### src/sv/ttn_pkg.sv
// ----------------------------------------------------------------------------
// ttn_pkg
// Types, region shape tables and canvas layout for the tactile tile normalizer.
// ----------------------------------------------------------------------------
package ttn_pkg;

   localparam int SHAPE_COUNT  = 17;
   localparam int GROUP_COUNT  = 6;
   localparam int TILE_COLUMNS = 4;
   localparam int TILE_WIDTH   = 8;
   localparam int TILE_HEIGHT  = 14;
   localparam int TILE_GAP     = 1;
   localparam int CANVAS_WIDTH = TILE_COLUMNS * TILE_WIDTH + (TILE_COLUMNS - 1) * TILE_GAP;
   localparam int POS_W        = 11;
   localparam int ROW_W        = 4;
   localparam int COL_W        = 4;
   localparam int DIV_STEPS    = 8;

   localparam logic [1:0] FUNC_WRITE = 2'd0;
   localparam logic [1:0] FUNC_PIXEL = 2'd1;
   localparam logic [1:0] FUNC_GROUP = 2'd2;

   localparam logic STATUS_OK    = 1'b0;
   localparam logic STATUS_RANGE = 1'b1;

   typedef struct packed {
      logic [1:0]         func;
      logic [4:0]         region_or_group;
      logic [6:0]         taxel_index;
      logic signed [15:0] taxel_value;
   } req_type;

   typedef struct packed {
      logic [11:0] canvas_address;
      logic [7:0]  intensity;
      logic [14:0] peak_value;
      logic        status;
   } rsp_type;

   typedef struct packed {
      logic        start;
      logic [14:0] rem_init;
      logic [7:0]  bits;
      logic [14:0] divisor;
   } div_cmd_type;

   typedef struct packed {
      logic        done;
      logic [7:0]  quotient;
      logic [14:0] remainder;
   } div_rsp_type;

   function automatic logic [3:0] shape_rows(input logic [4:0] r);
      logic [3:0] rows;
      case (r)
         5'd0, 5'd3, 5'd6, 5'd9, 5'd12, 5'd14: rows = 4'd3;
         5'd1, 5'd4, 5'd7, 5'd10, 5'd13, 5'd15: rows = 4'd12;
         5'd2, 5'd5, 5'd8, 5'd11: rows = 4'd10;
         5'd16: rows = 4'd14;
         default: rows = 4'd0;
      endcase
      return rows;
   endfunction

   function automatic logic [3:0] shape_cols(input logic [4:0] r);
      logic [3:0] cols;
      case (r) inside
         5'd0, 5'd3, 5'd6, 5'd9, 5'd12, 5'd14: cols = 4'd3;
         [5'd0:5'd16]: cols = 4'd8;
         default: cols = 4'd0;
      endcase
      return cols;
   endfunction

   function automatic logic [2:0] shape_group(input logic [4:0] r);
      logic [2:0] g;
      case (r) inside
         [5'd0:5'd2]:   g = 3'd0;
         [5'd3:5'd5]:   g = 3'd1;
         [5'd6:5'd8]:   g = 3'd2;
         [5'd9:5'd11]:  g = 3'd3;
         [5'd12:5'd15]: g = 3'd4;
         5'd16:         g = 3'd5;
         default:       g = 3'd7;
      endcase
      return g;
   endfunction

   function automatic logic [6:0] shape_size(input logic [4:0] r);
      logic [7:0] p;
      p = {4'd0, shape_rows(r)} * {4'd0, shape_cols(r)};
      return p[6:0];
   endfunction

   // first store entry of each region, regions packed back to back
   function automatic logic [POS_W-1:0] shape_base(input logic [4:0] r);
      logic [POS_W-1:0] b;
      case (r)
         5'd0:    b = 11'd0;
         5'd1:    b = 11'd9;
         5'd2:    b = 11'd105;
         5'd3:    b = 11'd185;
         5'd4:    b = 11'd194;
         5'd5:    b = 11'd290;
         5'd6:    b = 11'd370;
         5'd7:    b = 11'd379;
         5'd8:    b = 11'd475;
         5'd9:    b = 11'd555;
         5'd10:   b = 11'd564;
         5'd11:   b = 11'd660;
         5'd12:   b = 11'd740;
         5'd13:   b = 11'd749;
         5'd14:   b = 11'd845;
         5'd15:   b = 11'd854;
         5'd16:   b = 11'd950;
         default: b = 11'd1062;
      endcase
      return b;
   endfunction

   // canvas address of a region's first taxel, region centred in its tile
   function automatic logic [11:0] tile_origin(input logic [4:0] r);
      logic [4:0]  tr;
      logic [4:0]  tc;
      logic [3:0]  rows;
      logic [3:0]  cols;
      logic [15:0] xo;
      logic [15:0] yo;
      logic [15:0] org;
      tr   = 5'(r / TILE_COLUMNS);
      tc   = 5'(r % TILE_COLUMNS);
      rows = shape_rows(r);
      cols = shape_cols(r);
      xo   = 16'(int'(tc) * (TILE_WIDTH + TILE_GAP));
      yo   = 16'(int'(tr) * (TILE_HEIGHT + TILE_GAP));
      if (int'(cols) <= TILE_WIDTH) begin
         xo = xo + 16'((TILE_WIDTH - int'(cols)) / 2);
      end
      if (int'(rows) <= TILE_HEIGHT) begin
         yo = yo + 16'((TILE_HEIGHT - int'(rows)) / 2);
      end
      org = 16'(int'(yo) * CANVAS_WIDTH + int'(xo));
      return org[11:0];
   endfunction

endpackage

### src/sv/ttn_divider.sv
// ----------------------------------------------------------------------------
// ttn_divider
// Shared restoring divider, one quotient bit per cycle, eight bits per run.
// ----------------------------------------------------------------------------
module ttn_divider
   import ttn_pkg::*;
(
   input  logic        clock,
   input  logic        reset,
   input  div_cmd_type cmd,
   output div_rsp_type rsp
);

   localparam int CNT_W = $clog2(DIV_STEPS);

   logic             busy_ff, busy_in;
   logic             done_ff, done_in;
   logic [CNT_W-1:0] cnt_ff, cnt_in;
   logic [14:0]      rem_ff, rem_in;
   logic [14:0]      div_ff, div_in;
   logic [7:0]       quo_ff, quo_in;
   logic [15:0]      shifted;
   logic [16:0]      trial;

   always_comb begin
      shifted = {rem_ff, quo_ff[7]};
      trial   = {1'b0, shifted} - {2'b00, div_ff};
      busy_in = busy_ff;
      done_in = 1'b0;
      cnt_in  = cnt_ff;
      rem_in  = rem_ff;
      div_in  = div_ff;
      quo_in  = quo_ff;
      if (cmd.start) begin
         busy_in = 1'b1;
         cnt_in  = '0;
         rem_in  = cmd.rem_init;
         div_in  = cmd.divisor;
         quo_in  = cmd.bits;
      end else if (busy_ff) begin
         // dividend bits shift out the top as quotient bits shift in below
         if (!trial[16]) begin
            rem_in = trial[14:0];
            quo_in = {quo_ff[6:0], 1'b1};
         end else begin
            rem_in = shifted[14:0];
            quo_in = {quo_ff[6:0], 1'b0};
         end
         cnt_in = cnt_ff + 1'b1;
         if (cnt_ff == CNT_W'(DIV_STEPS - 1)) begin
            busy_in = 1'b0;
            done_in = 1'b1;
         end
      end
   end

   always_ff @(posedge clock) begin
      if (reset) begin
         busy_ff <= 1'b0;
         done_ff <= 1'b0;
         cnt_ff  <= '0;
      end else begin
         busy_ff <= busy_in;
         done_ff <= done_in;
         cnt_ff  <= cnt_in;
      end
      rem_ff <= rem_in;
      div_ff <= div_in;
      quo_ff <= quo_in;
   end

   assign rsp.done      = done_ff;
   assign rsp.quotient  = quo_ff;
   assign rsp.remainder = rem_ff;

endmodule

### config.mk
export PLATFORM = sky130hd
export DESIGN_NAME = ttn_divider
export DESIGN_NICKNAME = d
export VERILOG_FILES = /design/src/sv/ttn_pkg.sv /design/src/sv/ttn_divider.sv
export SDC_FILE = /design/constraint.sdc
export NUM_CORES = 1
export LEC_CHECK = 0
export ABC_AREA = 1
export BUFFER_PORTS_ARGS = -buffer_cell sky130_fd_sc_hd__buf_2
export CAP_MARGIN = 20
export CORE_MARGIN = 2
export CORE_UTILIZATION = 55
export DETAILED_ROUTE_END_ITERATION = 12
export HOLD_SLACK_MARGIN = 0.03
export PLACE_DENSITY_LB_ADDON = 0.15
export SLEW_MARGIN = 20
export SYNTH_ARGS = -nofsm -noshare
export SYNTH_HDL_FRONTEND = slang
export SYNTH_SLANG_ARGS = --single-unit
### constraint.sdc
create_clock -name clock -period 4.1 [get_ports clock]
set_input_delay 0.82 -clock clock [delete_from_list [all_inputs] [get_ports clock]]
set_output_delay 0.82 -clock clock [all_outputs]
set_load 0.005 [all_outputs]
==> impl_results.md, run 1 <==
- Outcome: finished, final reports clean
- Synthesized flop and latch total: between 40 and 50
- # setup viols final: 0
- Synth Flop Type: edfxtp_1
- Synth top area cells: edfxtp_1 40%, nand2_1 20%, inv_1 8.1%, ha_1 7.5%, nand3_1 4.4%
- RSZ-0062 raised after global routing: false
- VDD IR max: 0.0002562 V
- Syn nets: approximately 430
- First-pass GRT wire length: between 9000 and 10000 µm
- Max Cap Viol: 0
- Crit path cell chain: inv_1 -> ha_1 -> fa_1 -> inv_1 -> nand2_1 -> nand2_1 -> nand3_1 -> nand2_1 -> nand2_2 -> nand2_2 -> nand3_1 -> nand2_1 -> nand2_1
- Clock Path Buffers: 2
- Slowest cell on the critical path: fa_1
- Clk pin slew, worst setup/hold paths: 0.09 ns
- Dpl cell area: approximately 3200 µm²
- Achievable Freq: 374.4 MHz
- Die Wd: about 76 µm
- Die Y-Extent: between 70 and 80 µm
- Hold Slack: between 0.4 and 0.5 ns
- EDFF count, synth: 38
- Root Buffer: clkbuf_8
- # DRC: 0
- Nets: 493
- Post-synthesis mux area share: 0
- Vias: roughly 2.5k
- R2R Setup Slk: about 1.4 ns
- Routed WL per cell: between 10 and 15 µm
- Worst slack at placement: 1.362 ns
- Synth Area in Simple Gates: 0.3241
- Synth Area in XOR/XNOR: 0.02163
- H-tree Lvls: 2
- GPL Wtd Cong: ~0.87
- Drt first-iter violations: roughly 100
- Row cnt: 26
- Final period utilization: 0.6514
- P&R area growth vs syn: 16.38%
- Total Power: between 1.5 and 2 mW
- Grt ovf: 0
- Post-route ant nets: 0
- Initial antenna violation count: 0
- Initial core utilization: 0.5620
- Inst Count DP: approximately 500
- Finished Layout Cells: 505
- Post-route cell area: about 3300 µm²
- Layout cells sized above 1: 0.1839
- Yosys top cell by area: edfxtp_1
- Core Box Area: around 5000 µm²
- Worst Setup Path Type: reg -> reg
- Synth Area in Adders: 0.08212
- Setup_tns: 0 ns
- Pre-Repair DR Iteration Count: 5
- Library cells used by synthesis: 24
- Clk_skew: around 0.011 ns
- Pleak: 1.782 nW
- CTS buffer count: 5
- CTS resizes: 0
- Vias per inst: between 4 and 5
- Vias in the first global route: ~2.2k
- Pins Over Slew Limit: 0
- Die area: 5743 µm²
- Startpoint Class: flop
- Crit path arrival time: 2.73 ns
- Critical Path Most Common Cell: nand2_1
- Postcts setup bufs: 0
- Asr flop ratio synth: 0
- CTS sink cnt: 43
- GRT Util Overall: 0.2279
- CTS tree: built
- Mapped cell area: roughly 2800 µm²
- Final wirelength: 6084 µm
- Crit path max fanout: 20
- CTS Hold Bufs: 0
- PortBufs: 64
- Final Hold Viols: 0
- Worst setup margin: approximately 1.4 ns
- Fill cell count: 456
- Complex-gate fraction of the synthesized area: 0.02561
- Synth top cells by count: 149 x nand2_1, 61 x inv_1, 38 x edfxtp_1
- # diodes: 0
- CP delay by family, top: simple AND/OR/NAND/NOR gates
- Worst-Margin Slew: about 0.94 ns
- Post-DP HPWL: roughly 4400 µm
- Buf+Inv Stages, Crit Path: 2
- Seq/Total Area, Yosys: 0.4380
- Yosys warns: 0
- Largest net degree at the start of global routing: 42
- Worst-skew pair later-pin latency: approximately 0.30 ns
- Slew headroom: 0.3745
- Yosys top cell area share: 0.4026
- Fin util: 0.6541
- Cell with the most instances after synthesis: nand2_1
- Largest family of logic cells by synthesized area: simple AND/OR/NAND/NOR gates
- Tmin final: roughly 2.7 ns
- Hold Path Class: reg -> reg
- Required @ worst endpoint: 4.16 ns
- CP max stage delay: ~0.42 ns
- Crit. End Element: flop
- # IOs: 65
- Syn Area/Cell: 7.618 µm²
- Power density over cell area: roughly 460 nW/µm²
- Post-Syn Instances: roughly 370
==> cell usage in the layout, fill, tap and decap left out, types with 5 or more instances in the layout <==
master	instances
a21oi_1	9
buf_2	64
clkbuf_8	6
dfxtp_1	5
edfxtp_1	38
ha_1	17
inv_1	61
nand2_1	149
nand3_1	25
nand3b_1	10
nand4_1	5
nor2_1	17
xnor2_1	5
==> final timing paths <==
path           endpoint  depth (start not counted)       from
max reg2reg  rem_ff[11]                         13  quo_ff[7]
min           cnt_ff[2]                          2  cnt_ff[2]
min reg2reg   cnt_ff[2]                          2  cnt_ff[2]
max          rem_ff[11]                         13  quo_ff[7]
==> layout make-up <==
type	instances	area [µm²]	share of cell area
Inverter	64	240.2	0.07284
Clock inverter	1	8.758	0.002656
Sequential cell	43	1241	0.3763
Tap cell	70	87.58	0.02656
Clock buffer	7	107.6	0.03263
Multi-Input combinational cell	255	1285	0.3896
Timing Repair Buffer	65	327.8	0.09939
==> power breakdown <==
part | switching [mW] | total, mW | internal (mW)
sequential | 0.0358 | 0.587 | 0.552
clock | 0.157 | 0.333 | 0.176
combinational | 0.373 | 0.612 | 0.239
==> per-layer routing <==
metal,part of all wire,GRT usage,vias up
met5,0,0,-
met3,0.042,0.04762,7
li1,-,-,1291
met1,0.48,0.3014,1096
met2,0.47,0.3803,61
met4,0.0095,0.06043,0
==> worst reg2reg max path, delay by kind of cell, from the launching register on <==
family                     cells  cell delay, ns
and+or+nand+nor                9            1.26
adders and majority gates      2            0.64
DFF                            1            0.38
buffers and inverters          2            0.15
==> flip-flops by register name (all words and copies together) (netlist names) <==
signal   cells
div_ff      15
busy_ff      1
cnt_ff       3
rem_ff      15
quo_ff       8
done_ff      1
==> kinds of logic (layout without fill, tap and decap cells) <==
logic type                 after synthesis  count (layout)
xor gates and xnor gates                 7               7
adders and majority gates               18              18
AOI/OAI and AO/OA                       14              14
DFF                                     43              43
and+or+nand+nor                        216             216
buffers and inverters                   74             137
(Power assumes the default switching activity.)
==> run 2: changes to the inputs <==
--- a/config.mk
+++ b/config.mk
@@ -5,11 +5,11 @@
 export SDC_FILE = /design/constraint.sdc
 export NUM_CORES = 1
 export LEC_CHECK = 0
-export ABC_AREA = 1
+export ABC_AREA = 0
 export BUFFER_PORTS_ARGS = -buffer_cell sky130_fd_sc_hd__buf_2
 export CAP_MARGIN = 20
 export CORE_MARGIN = 2
-export CORE_UTILIZATION = 55
+export CORE_UTILIZATION = 54
 export DETAILED_ROUTE_END_ITERATION = 12
 export HOLD_SLACK_MARGIN = 0.03
 export PLACE_DENSITY_LB_ADDON = 0.15
==> constraint.sdc (replaced) <==
create_clock -name clock -period 2.6 [get_ports clock]
set_input_delay 0.52 -clock clock [delete_from_list [all_inputs] [get_ports clock]]
set_output_delay 0.52 -clock clock [all_outputs]
set_load 0.005 [all_outputs]
==> run 2 against run 1 <==
  * Maximum frequency grew 4.3%
  * Flip-flop and latch count unchanged
  * Clock skew down 0.0023 ns
  * Die area down 2.5%
  * Critical endpoint unchanged
  * Largest cell class unchanged
==> impl_results.md, run 2 <==
- CTS buffer count: 5 (unchanged)
- Worst-skew pair later-pin latency: 0.30 ns (about the same)
- CTS tree: built (unchanged)
- Outcome: finished, final reports clean (unchanged)
- Total Power: 2.727 mW (was 1.532 mW)
- Slew headroom: 0.6115 (was 0.3745)
- Root Buffer: clkbuf_8 (unchanged)
- Syn nets: 300 (was 431)
- Final period utilization: 0.9847 (was 0.6514)
- Post-Syn Instances: 241 (was 372)
- Seq/Total Area, Yosys: 0.4582 (was 0.4380)
- Synthesized flop and latch total: 43 (unchanged)
- First-pass GRT wire length: 9680 µm (was 9860 µm)
- Area of the multi-input gates: 1423 µm² (was 1285 µm²)
- Sw power: 0.9815 mW (was 0.5656 mW)
- Drt first-iter violations: 103 (was 104)
- Setup_tns: 0 ns (unchanged)
- Worst setup margin: 0.03973 ns (was 1.429 ns)
- R2R Setup Slk: 0.04 ns (was 1.43 ns)
- Final wirelength: 6196 µm (was 6084 µm)
- Cell with the most instances after synthesis: edfxtp_1 (was nand2_1)
- # IOs: 65 (unchanged)
- Grt ovf: 0 (unchanged)
- Share of total power in combinational logic: 0.467 (was 0.400)
- Register area: 1241 µm² (unchanged)
- Most common cell after layout, fill and taps aside: buf_2 (was nand2_1)
- Largest net degree at the start of global routing: 38 (was 42)
- Library cells used by synthesis: 58 (was 24)
- Pleak: 1.443 nW (was 1.782 nW)
- Hold Path Class: in -> reg (was reg -> reg)
- # diodes: 0 (unchanged)
- # DRC: 0 (unchanged)
- Post-DP HPWL: 4327 µm (was 4398 µm)
- FF-to-FF path depth: 9 (was 13)
- Layout cells sized above 1: 0.4000 (was 0.1839)
- Die area: 5599 µm² (was 5743 µm²)
- Clk_skew: 0.008231 ns (was 0.01058 ns)
- Power density over cell area: 797.5 nW/µm² (was 464.6 nW/µm²)
- Initial core utilization: 0.5660 (was 0.5620)
- Yosys top cell area share: 0.4212 (was 0.4026)
- Crit path max fanout: 7 (was 20)
- Synth top cells by count: 38 x edfxtp_1, 19 x inv_1, 17 x ha_1 (was 149 x nand2_1, 61 x inv_1, 38 x edfxtp_1)
- Pre-Repair DR Iteration Count: 5 (unchanged)
- Regs by FF count: div_ff (15), rem_ff (15), quo_ff (8) (unchanged)
- Die Y-Extent: 74.83 µm (was 75.78 µm)
- CP max stage delay: 0.36 ns (was 0.42 ns)
- RSZ-0062 raised after global routing: true (was false)
- Max Cap Viol: 0 (unchanged)
- CTS sink cnt: 43 (unchanged)
- PortBufs: 64 (unchanged)
- GRT Util Overall: 0.2310 (was 0.2279)
- Vias in the first global route: 2070 (was 2248)
- Vias per inst: 5.592 (was 4.861)
- Worst Hold Depth: 1 (was 2)
- Post-route ant nets: 0 (unchanged)
- Routed WL per cell: 15.81 µm (was 12.05 µm)
- FF-to-FF End: rem_ff[11] (unchanged)
- Startpoint Class: flop (unchanged)
- Pins Over Slew Limit: 0 (unchanged)
- Slowest cell on the critical path: edfxtp_1 (was fa_1)
- Tmin final: 2.560 ns (was 2.671 ns)
- Achievable Freq: 390.6 MHz (was 374.4 MHz)
- Die Wd: 74.83 µm (was 75.78 µm)
- Fill cell count: 356 (was 456)
- Most frequent cells in the layout: 64 x buf_2, 38 x edfxtp_1, 21 x buf_4 (was 149 x nand2_1, 64 x buf_2, 61 x inv_1)
- Required @ worst endpoint: 2.65 ns (was 4.16 ns)
- Yosys warns: 0 (unchanged)
- H-tree Lvls: 2 (unchanged)
- Final Hold Viols: 0 (unchanged)
- EDFF count, synth: 38 (unchanged)
- Core Box Area: 4786 µm² (was 5042 µm²)
- Switching share of power: 0.3599 (was 0.3691)
- Mapped cell area: 2709 µm² (was 2834 µm²)
- P_int: 1.746 mW (was 0.9668 mW)
- Worst slack at placement: -0.07328 ns (was 1.362 ns)
- GPL Wtd Cong: 0.8284 (was 0.8737)
- Reg2reg start: quo_ff[7] (unchanged)
- Reg power frac: 0.348 (was 0.383)
- Hold Crit Start: cmd[5] (was cnt_ff[2])
- Initial antenna violation count: 0 (unchanged)
- Row cnt: 25 (was 26)
- Clock power share: 0.185 (was 0.217)
- Crit path arrival time: 2.61 ns (was 2.73 ns)
- Worst-Margin Slew: 0.5827 ns (was 0.9372 ns)
- VDD IR max: 0.0004789 V (was 0.0002562 V)
- Clk pin slew, worst setup/hold paths: 0.09 ns (about the same)
- Crit. End Element: flop (unchanged)
- Asr flop ratio synth: 0 (unchanged)
- Syn Area/Cell: 11.24 µm² (was 7.618 µm²)
- # setup viols final: 0 (unchanged)
- Clock Path Buffers: 2 (unchanged)
- Yosys top cell by area: edfxtp_1 (unchanged)
- Crit path cell chain: inv_1 -> ha_2 -> fa_2 -> and2b_1 -> o2111ai_2 -> a21boi_4 -> o211ai_4 -> and2_4 -> a221o_1 (was inv_1 -> ha_1 -> fa_1 -> inv_1 -> nand2_1 -> nand2_1 -> nand3_1 -> nand2_1 -> nand2_2 -> nand2_2 -> nand3_1 -> nand2_1 -> nand2_1)
- Worst Setup Path Type: reg -> reg (unchanged)
- Nets: 383 (was 493)
- Synth top area cells: edfxtp_1 42%, ha_1 7.9%, dfxtp_1 3.7%, mux2_2 2.9%, a21oi_1 2.8% (was edfxtp_1 40%, nand2_1 20%, inv_1 8.1%, ha_1 7.5%, nand3_1 4.4%)
- P&R area growth vs syn: 26.24% (was 16.38%)
- CTS Hold Bufs: 0 (unchanged)
- Vias: 2192 (was 2455)
- Hold EP: div_ff[5] (was cnt_ff[2])
- Synth Flop Type: edfxtp_1 (unchanged)
-- run 2: cell types whose count changed after synthesis, sizes merged, moves of 6 or more --
cell	change
nand3b	-9
nand2	-142
a21oi	+8
inv	-44
nor2	-12
nor2b	+10
mux2i	+6
mux2	+7
nand3	-22
nand2b	+6
-- run 2: cell type report --
class	count	area share
Clock inverter	2	0.005123
Clock buffer	6	0.02744
Sequential cell	43	0.3630
Inverter	19	0.02086
Multi-Input combinational cell	169	0.4160
Tap cell	67	0.02452
Timing Repair Buffer	86	0.1431
-- run 2: kinds of logic after synthesis --
| group | Yosys count | synth area share |
|---|---|---|
| compound gates | 67 | 0.1885 |
| simple gates | 60 | 0.1316 |
| flops | 43 | 0.4582 |
| buf+inv | 31 | 0.05542 |
| fa+ha+maj | 18 | 0.08591 |
| mux | 13 | 0.05127 |
| xor+xnor | 9 | 0.02910 |
-- run 2: through the flow --
stage            util  hold slack (ns)  instance area (µm²)  std cells
6_report       0.7145           0.3825                 3420        392
5_1_grt        0.7145           0.3715                 3420        392
4_1_cts        0.6999           0.3794                 3349        391
3_5_place_dp   0.6654           0.5292                 3184        380
3_3_place_gp   0.6654           0.5129                 3184        380
2_1_floorplan       -           0.4971                 2709        241
-- run 2: worst max path at each step --
stage / to / startpoint
floorplan: rem_ff[11] / quo_ff[7]
global placement: rem_ff[11] / quo_ff[7]
detailed placement: rem_ff[8] / quo_ff[7]
CTS: rem_ff[10] / quo_ff[7]
global route: rem_ff[10] / quo_ff[7]
finish: rem_ff[11] / quo_ff[7]
-- run 2: critical path: cells and delay by family, from the launching register on --
kind	cells	cell delay (ns)
AO/OA/AOI/OAI	4	0.90
adder cells (fa/ha/maj)	2	0.53
buffers and inverters	1	0.05
flip-flops	1	0.36
AND/OR/NAND/NOR	2	0.46
-- run 2: power by group through the flow --
stage / clock (mW) / combinational (mW) / sequential (mW)
after floorplan: 0 / 0.782 / 0.960
after global placement: 0 / 1.11 / 0.960
after detailed placement: 0 / 1.13 / 0.964
after CTS: 0.508 / 1.20 / 0.949
after global routing: 0.531 / 1.40 / 0.965
final: 0.503 / 1.27 / 0.950
-- run 2: timing repair --
| item | in CTS | in global routing |
|---|---|---|
| setup buffers | 1 | 1 |
| gates cloned | 2 | 0 |
| endpoints found under the setup margin | 11 | 14 |
| resized for setup | 6 | 10 |
| pin swaps | 2 | 2 |
-- run 2: routing by layer --
| layer | wire length, µm | GRT usage |
|---|---|---|
| met4 | 76 | 0.07540 |
| met5 | 0 | 0 |
| met3 | 333 | 0.04016 |
| met1 | 2760 | 0.3131 |
| met2 | 3025 | 0.3782 |
